[src/rtl/core/dluc_pkg.sv]
// shared types, codes and constants of the digit line identifier capture block
package dluc_pkg;

   // input item kinds
   localparam logic [1:0] OP_CHAR = 2'd0;
   localparam logic [1:0] OP_EOL  = 2'd1;
   localparam logic [1:0] OP_READ = 2'd2;

   // field widths
   localparam int CHAR_W     = 8;
   localparam int BYTE_W     = 8;
   localparam int BYTE_IDX_W = 4;
   localparam int LEN_W      = 4;

   // default store depth
   localparam int UID_BYTES_MAX_DEF = 10;

   // ascii digit bounds
   localparam logic [CHAR_W-1:0] CHAR_ZERO = 8'h30;
   localparam logic [CHAR_W-1:0] CHAR_NINE = 8'h39;

   // identifier lengths that are taken
   localparam int LEN_SHORT  = 4;
   localparam int LEN_DOUBLE = 7;
   localparam int LEN_TRIPLE = 10;

   // commands from controller to datapath
   typedef struct packed {
      logic take_char;
      logic take_eol;
      logic take_read;
      logic emit_byte;
   } cmd_type;

   // status from datapath to controller
   typedef struct packed {
      logic read_go;
      logic read_last;
   } stat_type;

   // one result item
   typedef struct packed {
      logic                  line_accepted;
      logic [BYTE_W-1:0]     uid_byte;
      logic [BYTE_IDX_W-1:0] byte_index;
      logic [LEN_W-1:0]      uid_length;
      logic                  status;
      logic                  uid_ready;
      logic                  last_of_run;
   } rsp_type;

endpackage

[src/rtl/core/dluc_ctrl.sv]
// controller: handshakes, read walk sequencing and result valid flag
module dluc_ctrl
   import dluc_pkg::*;
(
   input  logic       clock,
   input  logic       reset,
   input  logic       req_tvalid,
   output logic       req_tready,
   input  logic [1:0] req_op,
   output logic       rsp_tvalid,
   input  logic       rsp_tready,
   input  stat_type   stat,
   output cmd_type    cmd
);

   localparam logic ST_IDLE = 1'b0;
   localparam logic ST_READ = 1'b1;

   logic state_ff, state_in;
   logic out_valid_ff, out_valid_in;
   logic slot_free;
   logic req_acc;
   logic out_load;

   // result register can take a new item
   assign slot_free  = !out_valid_ff || rsp_tready;
   assign req_tready = (state_ff == ST_IDLE) && slot_free;
   assign req_acc    = req_tvalid && req_tready;
   assign rsp_tvalid = out_valid_ff;

   // commands to the datapath
   always_comb begin
      cmd.take_char = req_acc && (req_op == OP_CHAR);
      cmd.take_eol  = req_acc && (req_op == OP_EOL);
      cmd.take_read = req_acc && (req_op == OP_READ);
      cmd.emit_byte = (state_ff == ST_READ) && slot_free;
   end

   // result register loads
   assign out_load = cmd.take_eol || (cmd.take_read && !stat.read_go) || cmd.emit_byte;

   always_comb begin
      out_valid_in = out_valid_ff;
      if (out_load) begin
         out_valid_in = 1'b1;
      end else if (rsp_tready) begin
         out_valid_in = 1'b0;
      end
   end

   // sequencer
   always_comb begin
      state_in = state_ff;
      case (state_ff)
         ST_IDLE: begin
            if (cmd.take_read && stat.read_go) begin
               state_in = ST_READ;
            end
         end
         ST_READ: begin
            if (cmd.emit_byte && stat.read_last) begin
               state_in = ST_IDLE;
            end
         end
         default: state_in = ST_IDLE;
      endcase
   end

   always_ff @(posedge clock) begin
      if (reset) begin
         state_ff     <= ST_IDLE;
         out_valid_ff <= 1'b0;
      end else begin
         state_ff     <= state_in;
         out_valid_ff <= out_valid_in;
      end
   end

endmodule

[src/rtl/core/dluc_dpath.sv]
// datapath: digit pairing, scratch and held stores, result register
module dluc_dpath
   import dluc_pkg::*;
#(
   parameter int UID_BYTES_MAX = UID_BYTES_MAX_DEF
) (
   input  logic              clock,
   input  logic              reset,
   input  cmd_type           cmd,
   input  logic [CHAR_W-1:0] req_char,
   output stat_type          stat,
   output rsp_type           rsp
);

   localparam int CNT_W = $clog2(UID_BYTES_MAX + 1);
   localparam int IDX_W = $clog2(UID_BYTES_MAX);

   logic [3:0]         high_digit_ff, high_digit_in;
   logic               half_pair_ff, half_pair_in;
   logic               line_bad_ff, line_bad_in;
   logic [CNT_W-1:0]   scratch_count_ff, scratch_count_in;
   logic [BYTE_W-1:0]  scratch_ff [UID_BYTES_MAX];
   logic [BYTE_W-1:0]  held_ff [UID_BYTES_MAX];
   logic [LEN_W-1:0]   held_length_ff, held_length_in;
   logic               held_ready_ff, held_ready_in;
   logic               last_status_ff, last_status_in;
   logic [BYTE_IDX_W-1:0] rd_idx_ff, rd_idx_in;
   rsp_type            out_ff, out_in;
   logic               out_load;

   logic               is_digit;
   logic [CHAR_W-1:0]  char_off;
   logic [3:0]         digit;
   logic               count_full;
   logic               byte_wr;
   logic               eol_ok;

   // character decode
   assign is_digit   = (req_char >= CHAR_ZERO) && (req_char <= CHAR_NINE);
   assign char_off   = req_char - CHAR_ZERO;
   assign digit      = char_off[3:0];
   assign count_full = (scratch_count_ff == CNT_W'(UID_BYTES_MAX));
   assign byte_wr    = cmd.take_char && is_digit && half_pair_ff && !count_full;

   // line check at end of line
   assign eol_ok = !line_bad_ff && !half_pair_ff &&
                   ((scratch_count_ff == CNT_W'(LEN_SHORT)) ||
                    (scratch_count_ff == CNT_W'(LEN_DOUBLE)) ||
                    (scratch_count_ff == CNT_W'(LEN_TRIPLE)));

   // status for the sequencer
   assign stat.read_go   = held_ready_ff && (held_length_ff != '0);
   assign stat.read_last = ({1'b0, rd_idx_ff} + 5'd1) == {1'b0, held_length_ff};

   // next state of line, holding store control and result register
   always_comb begin
      high_digit_in    = high_digit_ff;
      half_pair_in     = half_pair_ff;
      line_bad_in      = line_bad_ff;
      scratch_count_in = scratch_count_ff;
      held_length_in   = held_length_ff;
      held_ready_in    = held_ready_ff;
      last_status_in   = last_status_ff;
      rd_idx_in        = rd_idx_ff;
      out_in           = out_ff;
      out_load         = 1'b0;

      if (cmd.take_char) begin
         if (!is_digit) begin
            line_bad_in = 1'b1;
         end else if (!half_pair_ff) begin
            high_digit_in = digit;
            half_pair_in  = 1'b1;
         end else begin
            if (!count_full) begin
               scratch_count_in = scratch_count_ff + CNT_W'(1);
            end else begin
               line_bad_in = 1'b1;
            end
            half_pair_in = 1'b0;
         end
      end

      if (cmd.take_eol) begin
         out_load             = 1'b1;
         out_in               = '0;
         out_in.last_of_run   = 1'b1;
         out_in.line_accepted = eol_ok;
         if (eol_ok) begin
            held_length_in    = LEN_W'(scratch_count_ff);
            held_ready_in     = 1'b1;
            last_status_in    = 1'b0;
            out_in.uid_length = LEN_W'(scratch_count_ff);
            out_in.status     = 1'b0;
            out_in.uid_ready  = 1'b1;
         end else begin
            out_in.uid_length = held_length_ff;
            out_in.status     = last_status_ff;
            out_in.uid_ready  = held_ready_ff;
         end
         high_digit_in    = '0;
         half_pair_in     = 1'b0;
         line_bad_in      = 1'b0;
         scratch_count_in = '0;
      end

      if (cmd.take_read) begin
         if (held_ready_ff) begin
            held_ready_in  = 1'b0;
            last_status_in = 1'b0;
            rd_idx_in      = '0;
         end
         if (!stat.read_go) begin
            // no card, or an empty identifier
            out_load           = 1'b1;
            out_in             = '0;
            out_in.status      = !held_ready_ff;
            out_in.last_of_run = 1'b1;
         end
      end

      if (cmd.emit_byte) begin
         out_load           = 1'b1;
         out_in             = '0;
         out_in.uid_byte    = held_ff[rd_idx_ff[IDX_W-1:0]];
         out_in.byte_index  = rd_idx_ff;
         out_in.uid_length  = held_length_ff;
         out_in.last_of_run = stat.read_last;
         rd_idx_in          = rd_idx_ff + BYTE_IDX_W'(1);
      end
   end

   // control registers
   always_ff @(posedge clock) begin
      if (reset) begin
         high_digit_ff    <= '0;
         half_pair_ff     <= 1'b0;
         line_bad_ff      <= 1'b0;
         scratch_count_ff <= '0;
         held_length_ff   <= '0;
         held_ready_ff    <= 1'b0;
         last_status_ff   <= 1'b1;
         rd_idx_ff        <= '0;
      end else begin
         high_digit_ff    <= high_digit_in;
         half_pair_ff     <= half_pair_in;
         line_bad_ff      <= line_bad_in;
         scratch_count_ff <= scratch_count_in;
         held_length_ff   <= held_length_in;
         held_ready_ff    <= held_ready_in;
         last_status_ff   <= last_status_in;
         rd_idx_ff        <= rd_idx_in;
      end
   end

   // scratch byte write
   always_ff @(posedge clock) begin
      if (byte_wr) begin
         scratch_ff[scratch_count_ff[IDX_W-1:0]] <= {high_digit_ff, digit};
      end
   end

   // commit of an accepted line into the holding store
   always_ff @(posedge clock) begin
      if (cmd.take_eol && eol_ok) begin
         held_ff <= scratch_ff;
      end
   end

   // result payload register
   always_ff @(posedge clock) begin
      if (out_load) begin
         out_ff <= out_in;
      end
   end

   assign rsp = out_ff;

endmodule

[src/rtl/core/digit_line_uid_capture_core.sv]
// top level of the digit line identifier capture block
// Use: feed the characters of one text line on the req channel with tuser set to
// the character kind, then an end-of-line item; it answers with one item telling
// whether the line was committed as an identifier. A read item (tuser read) gives
// the held identifier bytes on the rsp channel, low index first, tlast on the last,
// or one no-card item (tuser high) when nothing is waiting.
// An end-of-line or no-card result is registered and valid the cycle after acceptance.
// Characters and end-of-line items are taken one per cycle while req_tready is high.
// A read takes its item, then gives its bytes one per cycle while the receiver takes
// them, through the single read port of the holding store; the next item is taken with the last byte.
// Reset clears the line in progress and drops any held identifier (status no card).
// When the receiver stalls, the result register holds its item and req_tready
// falls until the item is taken; a read walk pauses on the same condition.
module digit_line_uid_capture_core
   import dluc_pkg::*;
#(
   parameter int UID_BYTES_MAX = UID_BYTES_MAX_DEF
) (
   input  logic        clock,
   input  logic        reset,
   input  logic        req_tvalid,
   output logic        req_tready,
   input  logic [7:0]  req_tdata,   // char_code[7:0]
   input  logic [1:0]  req_tuser,   // op[1:0]
   output logic        rsp_tvalid,
   input  logic        rsp_tready,
   output logic [23:0] rsp_tdata,   // line_accepted[0], uid_byte[8:1], byte_index[12:9],
                                    // uid_length[16:13], uid_ready[17], zero[23:18]
   output logic        rsp_tuser,   // status[0]
   output logic        rsp_tlast
);

   cmd_type  cmd;
   stat_type stat;
   rsp_type  rsp;

   dluc_ctrl u_ctrl (
      .clock      (clock),
      .reset      (reset),
      .req_tvalid (req_tvalid),
      .req_tready (req_tready),
      .req_op     (req_tuser),
      .rsp_tvalid (rsp_tvalid),
      .rsp_tready (rsp_tready),
      .stat       (stat),
      .cmd        (cmd)
   );

   dluc_dpath #(
      .UID_BYTES_MAX (UID_BYTES_MAX)
   ) u_dpath (
      .clock    (clock),
      .reset    (reset),
      .cmd      (cmd),
      .req_char (req_tdata),
      .stat     (stat),
      .rsp      (rsp)
   );

   // result packing
   assign rsp_tdata = {6'd0, rsp.uid_ready, rsp.uid_length, rsp.byte_index,
                       rsp.uid_byte, rsp.line_accepted};
   assign rsp_tuser = rsp.status;
   assign rsp_tlast = rsp.last_of_run;

   // a stalled result blocks new items
   assert property (@(posedge clock) disable iff (reset)
      (rsp_tvalid && !rsp_tready) |-> !req_tready)
      else $error("item accepted while result stalled");

   // a no-card result stands alone
   assert property (@(posedge clock) disable iff (reset)
      (rsp_tvalid && rsp_tuser) |-> (rsp_tlast && rsp_tdata == 24'd0))
      else $error("no-card result malformed");

   // a line character never raises a result
   assert property (@(posedge clock) disable iff (reset)
      (cmd.take_char && !rsp_tvalid && !u_ctrl.state_ff) |=> !rsp_tvalid)
      else $error("result from a line character");

endmodule

[config.mk]
export PLATFORM = sky130hd
export DESIGN_NAME = digit_line_uid_capture_core
export DESIGN_NICKNAME = d
export VERILOG_FILES = /design/src/rtl/core/dluc_pkg.sv /design/src/rtl/core/dluc_ctrl.sv /design/src/rtl/core/dluc_dpath.sv /design/src/rtl/core/digit_line_uid_capture_core.sv
export SDC_FILE = /design/constraint.sdc
export NUM_CORES = 1
export LEC_CHECK = 0
export ABC_AREA = 0
export BUFFER_PORTS_ARGS = -buffer_cell sky130_fd_sc_hd__buf_2
export CAP_MARGIN = 20
export CORE_MARGIN = 2
export CORE_UTILIZATION = 35
export DETAILED_ROUTE_END_ITERATION = 8
export PLACE_DENSITY = 0.49
export SLEW_MARGIN = 20
export SYNTH_ARGS = -nofsm -noshare
export SYNTH_HDL_FRONTEND = slang
export SYNTH_HIERARCHICAL = 1
export SYNTH_SLANG_ARGS = --single-unit
[constraint.sdc]
create_clock -name clock -period 3.3 [get_ports clock]
set_input_delay 0.33 -clock clock [delete_from_list [all_inputs] [get_ports clock]]
set_output_delay 0.33 -clock clock [all_outputs]
set_load 0.05 [all_outputs]
==> results of run 1 <==
[worst max-delay path: stages, from the launching register on]
cell        delay, ns
dfxtp_1          0.44
inv_1            0.12
ha_1             0.25
o21ai_0          0.40
o21ai_1          0.25
nand2_1          0.23
clkinvlp_4       0.51
buf_12           0.37
[per-layer routing]
layer	track usage [%]	vias to the layer above	routed length, microns
li1	-	1872	-
met1	18.05	1987	7013
met2	20.60	99	7141
met3	2.722	23	841
met4	3.571	0	284
met5	0	-	0
[final timing paths]
check                               from                   to  slack (ns)  depth (start not counted)
max reg2reg  u_dpath/scratch_count_ff[0]  u_dpath/held_ff[63]        0.47                          7
max          u_dpath/scratch_count_ff[0]  u_dpath/held_ff[63]        0.47                          7
min reg2reg       u_dpath/scratch_ff[24]  u_dpath/held_ff[24]        0.41                          0
min                           req_tvalid    u_ctrl/rsp_tvalid        0.13                          3
[placed cells by master (no fill, tap or decap), drive strengths merged, types with 4 or more instances in the layout]
cell,synthesis,routed
mux4,16,16
buf,11,42
dfxtp,22,22
a22o,4,4
clkbuf,10,29
mux2i,13,13
nand2b,4,4
clkinv,0,7
a21oi,24,24
xnor2,4,4
and3,5,5
nand2,10,10
nand3,18,18
ha,5,5
o21ai,22,22
edfxtp,180,180
a211o,8,8
nor2,15,15
and2,8,8
nor2b,10,10
inv,13,13
conb,1,6
[registers in the layout, summed over array words and instances, names as in the netlist]
| signal | count |
|---|---|
| u_dpath/scratch_count_ff | 4 |
| u_dpath/held_ready_ff | 1 |
| u_dpath/line_bad_ff | 1 |
| u_dpath/rsp | 20 |
| u_dpath/last_status_ff | 1 |
| u_ctrl/state_ff | 1 |
| u_dpath/rd_idx_ff | 4 |
| u_dpath/held_ff | 80 |
| u_dpath/high_digit_ff | 4 |
| u_dpath/scratch_ff | 80 |
| u_ctrl/rsp_tvalid | 1 |
| u_dpath/half_pair_ff | 1 |
| u_dpath/held_length_ff | 4 |
[final cells by class]
type | count | area, sq um
fill | 1951 | 12840
sequential | 202 | 5847
multi-input combinational | 219 | 1778
clock buffer | 29 | 606.8
tap | 280 | 350.3
timing repair buffer | 42 | 252.7
clock inverter | 11 | 98.84
inverter | 13 | 52.55
[stage by stage]
stage                     setup slack, ns  total power (W)  cell area [sq um]  instances
after floorplan                   0.01096         0.002970               7811        455
after global placement             0.5826         0.003014               8280        756
after detailed placement           0.4888         0.003016               8280        756
after CTS                          0.4817         0.005383               8986        796
after global routing               0.2234         0.005492               8986        796
final                              0.4709         0.005312               8986        796
[power groups by stage]
stage	Clock, W	Combinational [W]	Sequential, W
after floorplan	0	0.0000758	0.00289
after global placement	0	0.000171	0.00284
after detailed placement	0	0.000173	0.00284
after CTS	0.00242	0.000172	0.00279
after global routing	0.00252	0.000182	0.00279
final	0.00235	0.000170	0.00279
[cell families after synthesis]
logic type / after synthesis / share of synthesized area, %
AO/OA/AOI/OAI: 83 / 7.411
XOR/XNOR: 5 / 0.5626
adder cells (fa/ha/maj): 5 / 0.8037
buffers and inverters: 34 / 2.363
flip-flops: 202 / 75.10
multiplexers: 29 / 6.687
other: 1 / 0.04818
AND/OR/NAND/NOR: 91 / 7.025
==> metrics.md, run 1 <==
| Metric | Value |
|---|---|
| TritonCTS Buffers | `22` |
| Sequential Power Share | `52.5%` |
| I/O Buffers | `35` |
| Post-CTS Setup Repair Bufs | `0` |
| Final hold slack | `around 0.13 ns` |
| EDFF count, synth | `180` |
| Clk sink count | `a little over 200` |
| Ys async rst share | `0%` |
| Clk Tree Root Cell | `clkbuf_16` |
| Cell with the most instances after synthesis | `edfxtp_1` |
| Status | `complete, no violations` |
| Initial Util | `a little over a third` |
| Std-Cell Rows | `between 50 and 60` |
| Worst Tran Pin Value | `0.9234 ns` |
| Die width | `153.1 microns` |
| RSZ-0062 raised after global routing | `no` |
| Synth-to-layout area growth | `15.45%` |
| DRC marker count from the first detailed-route iteration | `219` |
| Worst slew margin | `38.37%` |
| CP max FO | `30` |
| CP startpoint kind | `flop` |
| Yosys warns | `6` |
| Layout cells sized above 1 | `about a fifth` |
| HP Class | `in2reg` |
| Boundary pin count | `42` |
| Worst-path clk slew | `0.06 ns` |
| Post-CTS sizing | `0` |
| Post-Route WL | `around 15000 microns` |
| Total of max-cap violations | `0` |
| Placer Congestion | `roughly 0.77` |
| Comb power frac | `roughly 3.2%` |
| Worst Setup Path Type | `reg2reg` |
| Hold_buf cts | `0` |
| Ranking of synthesized cells by area | `edfxtp_1 69%, dfxtp_1 5.7%, mux4_1 2.7%` |
| Vias per cell | `roughly 5.0` |
| Util after Layout | `between 40% and 50%` |
| Core area | `between 0.02 and 0.025 sq mm` |
| Unique cell type count in the Yosys netlist | `66` |
| First-pass GRT wire length | `23290 microns` |
| Pwr Density | `roughly 590 mW/mm^2` |
| Htree depth | `1` |
| Final period util | `85.73%` |
| Post-synth top cells | `180 x edfxtp_1, 24 x a21oi_1, 22 x dfxtp_1` |
| Area leader, netlist | `edfxtp_1` |
| First drt pass iteration count | `5` |
| GRT Total Usage | `roughly an eighth` |
| Die Footprint | `roughly 0.023 sq mm` |
| Cells after synthesis | `450` |
| Cell Area, Synth | `roughly 0.008 sq mm` |
| Hpwl dp | `approximately 9800 microns` |
| Initial antenna violation count | `0` |
| CP Capture Type | `flop` |
| # diodes | `0` |
| Critical Path RT | `between 3 and 4 ns` |
| Highest clock rate | `approximately 0.35 GHz` |
| Avg WL per Cell | `between 15 and 20 microns` |
| Fin. max-slew vios | `0` |
| Skew-Pair Late Insertion Delay | `about 0.5 ns` |
| Largest net degree at the start of global routing | `31` |
| Worst vdd ir | `around 0.27 mV` |
| Gr ovfl total | `0` |
| Switching part of the total | `between 20% and 30%` |
| Pint | `0.004203 W` |
| Post-Route Setup TNS | `0 ns` |
| Nets | `519` |
| Clock Tree Buf Depth | `3` |
| Via count | `between 3000 and 4000` |
| Final min period | `about 2.8 ns` |
| Number of routed nets with antenna violations | `0` |
| Leak | `approximately 3 nW` |
| Net Switching | `between 0.001 and 0.0015 W` |
| CTS tree | `done` |
| Sequential-to-total area share from yosys stat | `between 70 and 80%` |
| Final Skew | `between 0.01 and 0.015 ns` |
| Hold Fails Final Rpt | `0` |
| Avg Synthesized Cell Area | `17.30 sq um` |
| #FFs+latches synth | `just over 200` |
| Vias in the first global route | `between 3000 and 4000` |
| Clock network fraction of design power | `between 40% and 50%` |
| Synth top area share | `between 60% and 70%` |
| Die H | `roughly 150 microns` |
| DR DRC count | `0` |
| Number of setup violations in the final report | `0` |
| Worst path arrival time | `a little over 3 ns` |
| Synth Flop Type | `edfxtp_1` |
Note: power is estimated with default switching activity, not from simulation.
==> run 2, diff against run 1 <==
--- a/config.mk
+++ b/config.mk
@@ -5,7 +5,7 @@
 export SDC_FILE = /design/constraint.sdc
 export NUM_CORES = 1
 export LEC_CHECK = 0
-export ABC_AREA = 0
+export ABC_AREA = 1
 export BUFFER_PORTS_ARGS = -buffer_cell sky130_fd_sc_hd__buf_2
 export CAP_MARGIN = 20
 export CORE_MARGIN = 2
==> metrics.md, run 2 <==
| Metric | Value |
|---|---|
| Avg WL per Cell | `16.99 microns (was 19.20 microns)` |
| DP Worst Slack | `0.6293 ns (was 0.4888 ns)` |
| Commonest non-fill, non-tap cell in the layout | `nand2_1 (was edfxtp_1)` |
| Highest clock rate | `0.3899 GHz (was 0.3535 GHz)` |
| Worst slew margin | `46.77% (was 38.37%)` |
| Met3 GRT Util | `2.492% (was 2.722%)` |
| CP max FO | `8 (was 30)` |
| M2 GR Usage | `25.31% (was 20.60%)` |
| Total of max-cap violations | `0 (unchanged)` |
| Post-CTS sizing | `0 (unchanged)` |
| Gr ovfl total | `0 (unchanged)` |
| CTS tree | `done (unchanged)` |
| Cell with the most instances after synthesis | `nand2_1 (was edfxtp_1)` |
| # diodes | `0 (unchanged)` |
| Area leader, netlist | `edfxtp_1 (unchanged)` |
| Yosys warns | `6 (unchanged)` |
| Post-Route Setup TNS | `0 ns (unchanged)` |
| Synth-to-layout area growth | `15.33% (was 15.45%)` |
| Nets | `766 (was 519)` |
| Finished Cell Area | `0.009413 sq mm (was 0.008986 sq mm)` |
| RSZ-0062 raised after global routing | `no (unchanged)` |
| #FFs+latches synth | `202 (unchanged)` |
| Worst vdd ir | `0.2805 mV (was 0.2693 mV)` |
| Cells after synthesis | `702 (was 450)` |
| Initial antenna violation count | `0 (unchanged)` |
| Clk Tree Root Cell | `clkbuf_16 (unchanged)` |
| Worst Setup Path Type | `reg2reg (unchanged)` |
| Worst Tran Pin Value | `0.7923 ns (was 0.9234 ns)` |
| Post-synth top cells | `225 x nand2_1, 180 x edfxtp_1, 82 x inv_1 (was 180 x edfxtp_1, 24 x a21oi_1, 22 x dfxtp_1)` |
| Placer Congestion | `0.7987 (was 0.7686)` |
| Hold Fails Final Rpt | `0 (unchanged)` |
| Final WS setup | `0.7355 ns (was 0.4709 ns)` |
| Vias in the first global route | `5046 (was 3988)` |
| CP startpoint kind | `flop (unchanged)` |
| TritonCTS Buffers | `21 (was 22)` |
| Largest net degree at the start of global routing | `42 (was 31)` |
| Unique cell type count in the Yosys netlist | `37 (was 66)` |
| Initial Util | `35.83% (was 35.67%)` |
| Critical Path RT | `3.42 ns (was 3.56 ns)` |
| Ys async rst share | `0% (unchanged)` |
| Skew-Pair Late Insertion Delay | `0.49 ns (was 0.51 ns)` |
| Top Usage Layer GRT | `met2 (unchanged)` |
| Cell Area, Placed | `0.008656 sq mm (was 0.008280 sq mm)` |
| Most frequent cells in the layout | `225 x nand2_1, 180 x edfxtp_1, 81 x inv_1, 58 x nand3_1, 35 x buf_2 (was 180 x edfxtp_1, 35 x buf_2, 24 x a21oi_1, 22 x clkbuf_16, 21 x dfxtp_1)` |
| Core area | `0.02278 sq mm (was 0.02182 sq mm)` |
| Clock Tree Buf Depth | `3 (unchanged)` |
| EDFF count, synth | `180 (unchanged)` |
| DR DRC count | `0 (unchanged)` |
| Cell Area, Synth | `0.008162 sq mm (was 0.007784 sq mm)` |
| Die Footprint | `0.02456 sq mm (was 0.02345 sq mm)` |
| First-pass GRT wire length | `28040 microns (was 23290 microns)` |
| Number of routed nets with antenna violations | `0 (unchanged)` |
| Leak | `3.745 nW (was 2.940 nW)` |
| Final period util | `77.71% (was 85.73%)` |
| Worst path arrival time | `2.68 ns (was 3.09 ns)` |
| Die width | `156.7 microns (was 153.1 microns)` |
| Post-CTS Setup Repair Bufs | `0 (unchanged)` |
| Final Skew | `0.009872 ns (was 0.01036 ns)` |
| Synth Flop Type | `edfxtp_1 (unchanged)` |
| Fin. max-slew vios | `0 (unchanged)` |
| First drt pass iteration count | `5 (unchanged)` |
| CP Capture Type | `flop (unchanged)` |
| HP Class | `in2reg (unchanged)` |
| Met1 Track Usage GR | `20.08% (was 18.05%)` |
| Avg Synthesized Cell Area | `11.63 sq um (was 17.30 sq um)` |
| Sequential-to-total area share from yosys stat | `71.62% (was 75.10%)` |
| Final min period | `2.565 ns (was 2.829 ns)` |
| Cell Count Post-Placement | `1037 (was 756)` |
| I/O Buffers | `35 (unchanged)` |
| Synth top area share | `66.23% (was 69.44%)` |
| Number of setup violations in the final report | `0 (unchanged)` |
| Post-Route WL | `18250 microns (was 15280 microns)` |
| Die H | `156.7 microns (was 153.1 microns)` |
| GRT Total Usage | `15.13% (was 12.92%)` |
| Boundary pin count | `42 (unchanged)` |
| Worst-path clk slew | `0.06 ns (about the same)` |
| Vias per cell | `4.688 (was 5.001)` |
| Status | `complete, no violations (unchanged)` |
| Pwr Density | `584.2 mW/mm^2 (was 591.2 mW/mm^2)` |
| Clk sink count | `202 (unchanged)` |
| Std-Cell Rows | `55 (was 54)` |
| Via count | `5035 (was 3981)` |
| Layout cells sized above 1 | `14.32% (was 20.16%)` |
| Hold_buf cts | `0 (unchanged)` |
| Post-route insts no fill | `1074 (was 796)` |
| Ranking of synthesized cells by area | `edfxtp_1 66%, nand2_1 10%, dfxtp_1 5.4% (was edfxtp_1 69%, dfxtp_1 5.7%, mux4_1 2.7%)` |
| Htree depth | `1 (unchanged)` |
| Hpwl dp | `12450 microns (was 9844 microns)` |
| DRC marker count from the first detailed-route iteration | `395 (was 219)` |
-- run 2: per-stage QoR --
step / hold slack [ns] / util [%] / total power, W
finish: 0.1608 / 41.32 / 0.005499
global route: 0.1669 / 41.32 / 0.005673
CTS: 0.1351 / 41.32 / 0.005560
detailed placement: 0.4045 / 38.00 / 0.003011
global placement: 0.4003 / 38.00 / 0.003009
floorplan: 0.3991 / - / 0.002964
-- run 2: worst max-delay path, cell delays in order (launching register included) --
cell and delay, ns:
dfxtp_1 0.36, a21oi_4 0.19, nand2_1 0.12, nor3_1 0.40, nand2_1 0.13, inv_2 0.10
nand3_4 0.11, clkinv_2 0.12, nand2_2 0.11, nor2_1 0.54
-- run 2: layout make-up --
cell class / instances / area (sq um)
multi-input cells: 388 / 1805
inverters: 90 / 345.3
fillers: 2118 / 13370
clock buffers: 24 / 566.8
repair buffers: 44 / 267.8
clock inverters: 13 / 190.2
flip-flops and latches: 202 / 5846
well taps: 313 / 391.6
-- run 2: final timing paths --
path	startpoint	end	slack (ns)	depth (start not counted)
worst min-delay path	req_tvalid	u_ctrl/rsp_tvalid	0.16	3
worst max register to register	u_ctrl/rsp_tvalid	u_dpath/scratch_ff[38]	0.74	9
worst max-delay path	u_ctrl/rsp_tvalid	u_dpath/scratch_ff[38]	0.74	9
worst min register to register	u_dpath/scratch_ff[27]	u_dpath/held_ff[27]	0.41	0
-- run 2: kinds of logic after synthesis --
family	synth area share, %
simple gates	17.74
xor+xnor	0.7512
fa+ha+maj	0.7665
compound gates	2.530
other cells	0.04595
buf+inv	6.546
flops	71.62
-- run 2: power breakdown --
| group | switching (W) | total (W) | internal (W) |
|---|---|---|---|
| combinational | 0.000134 | 0.000168 | 0.0000339 |
| clock | 0.000927 | 0.00254 | 0.00162 |
| sequential | 0.0000107 | 0.00279 | 0.00278 |
| total | 0.00107 | 0.00550 | 0.00443 |
-- run 2: layer usage --
layer / up-vias / routed length, microns
li1: 2405 / -
met1: 2475 / 8107
met2: 128 / 8755
met3: 27 / 996
met4: 0 / 391
met5: - / 0
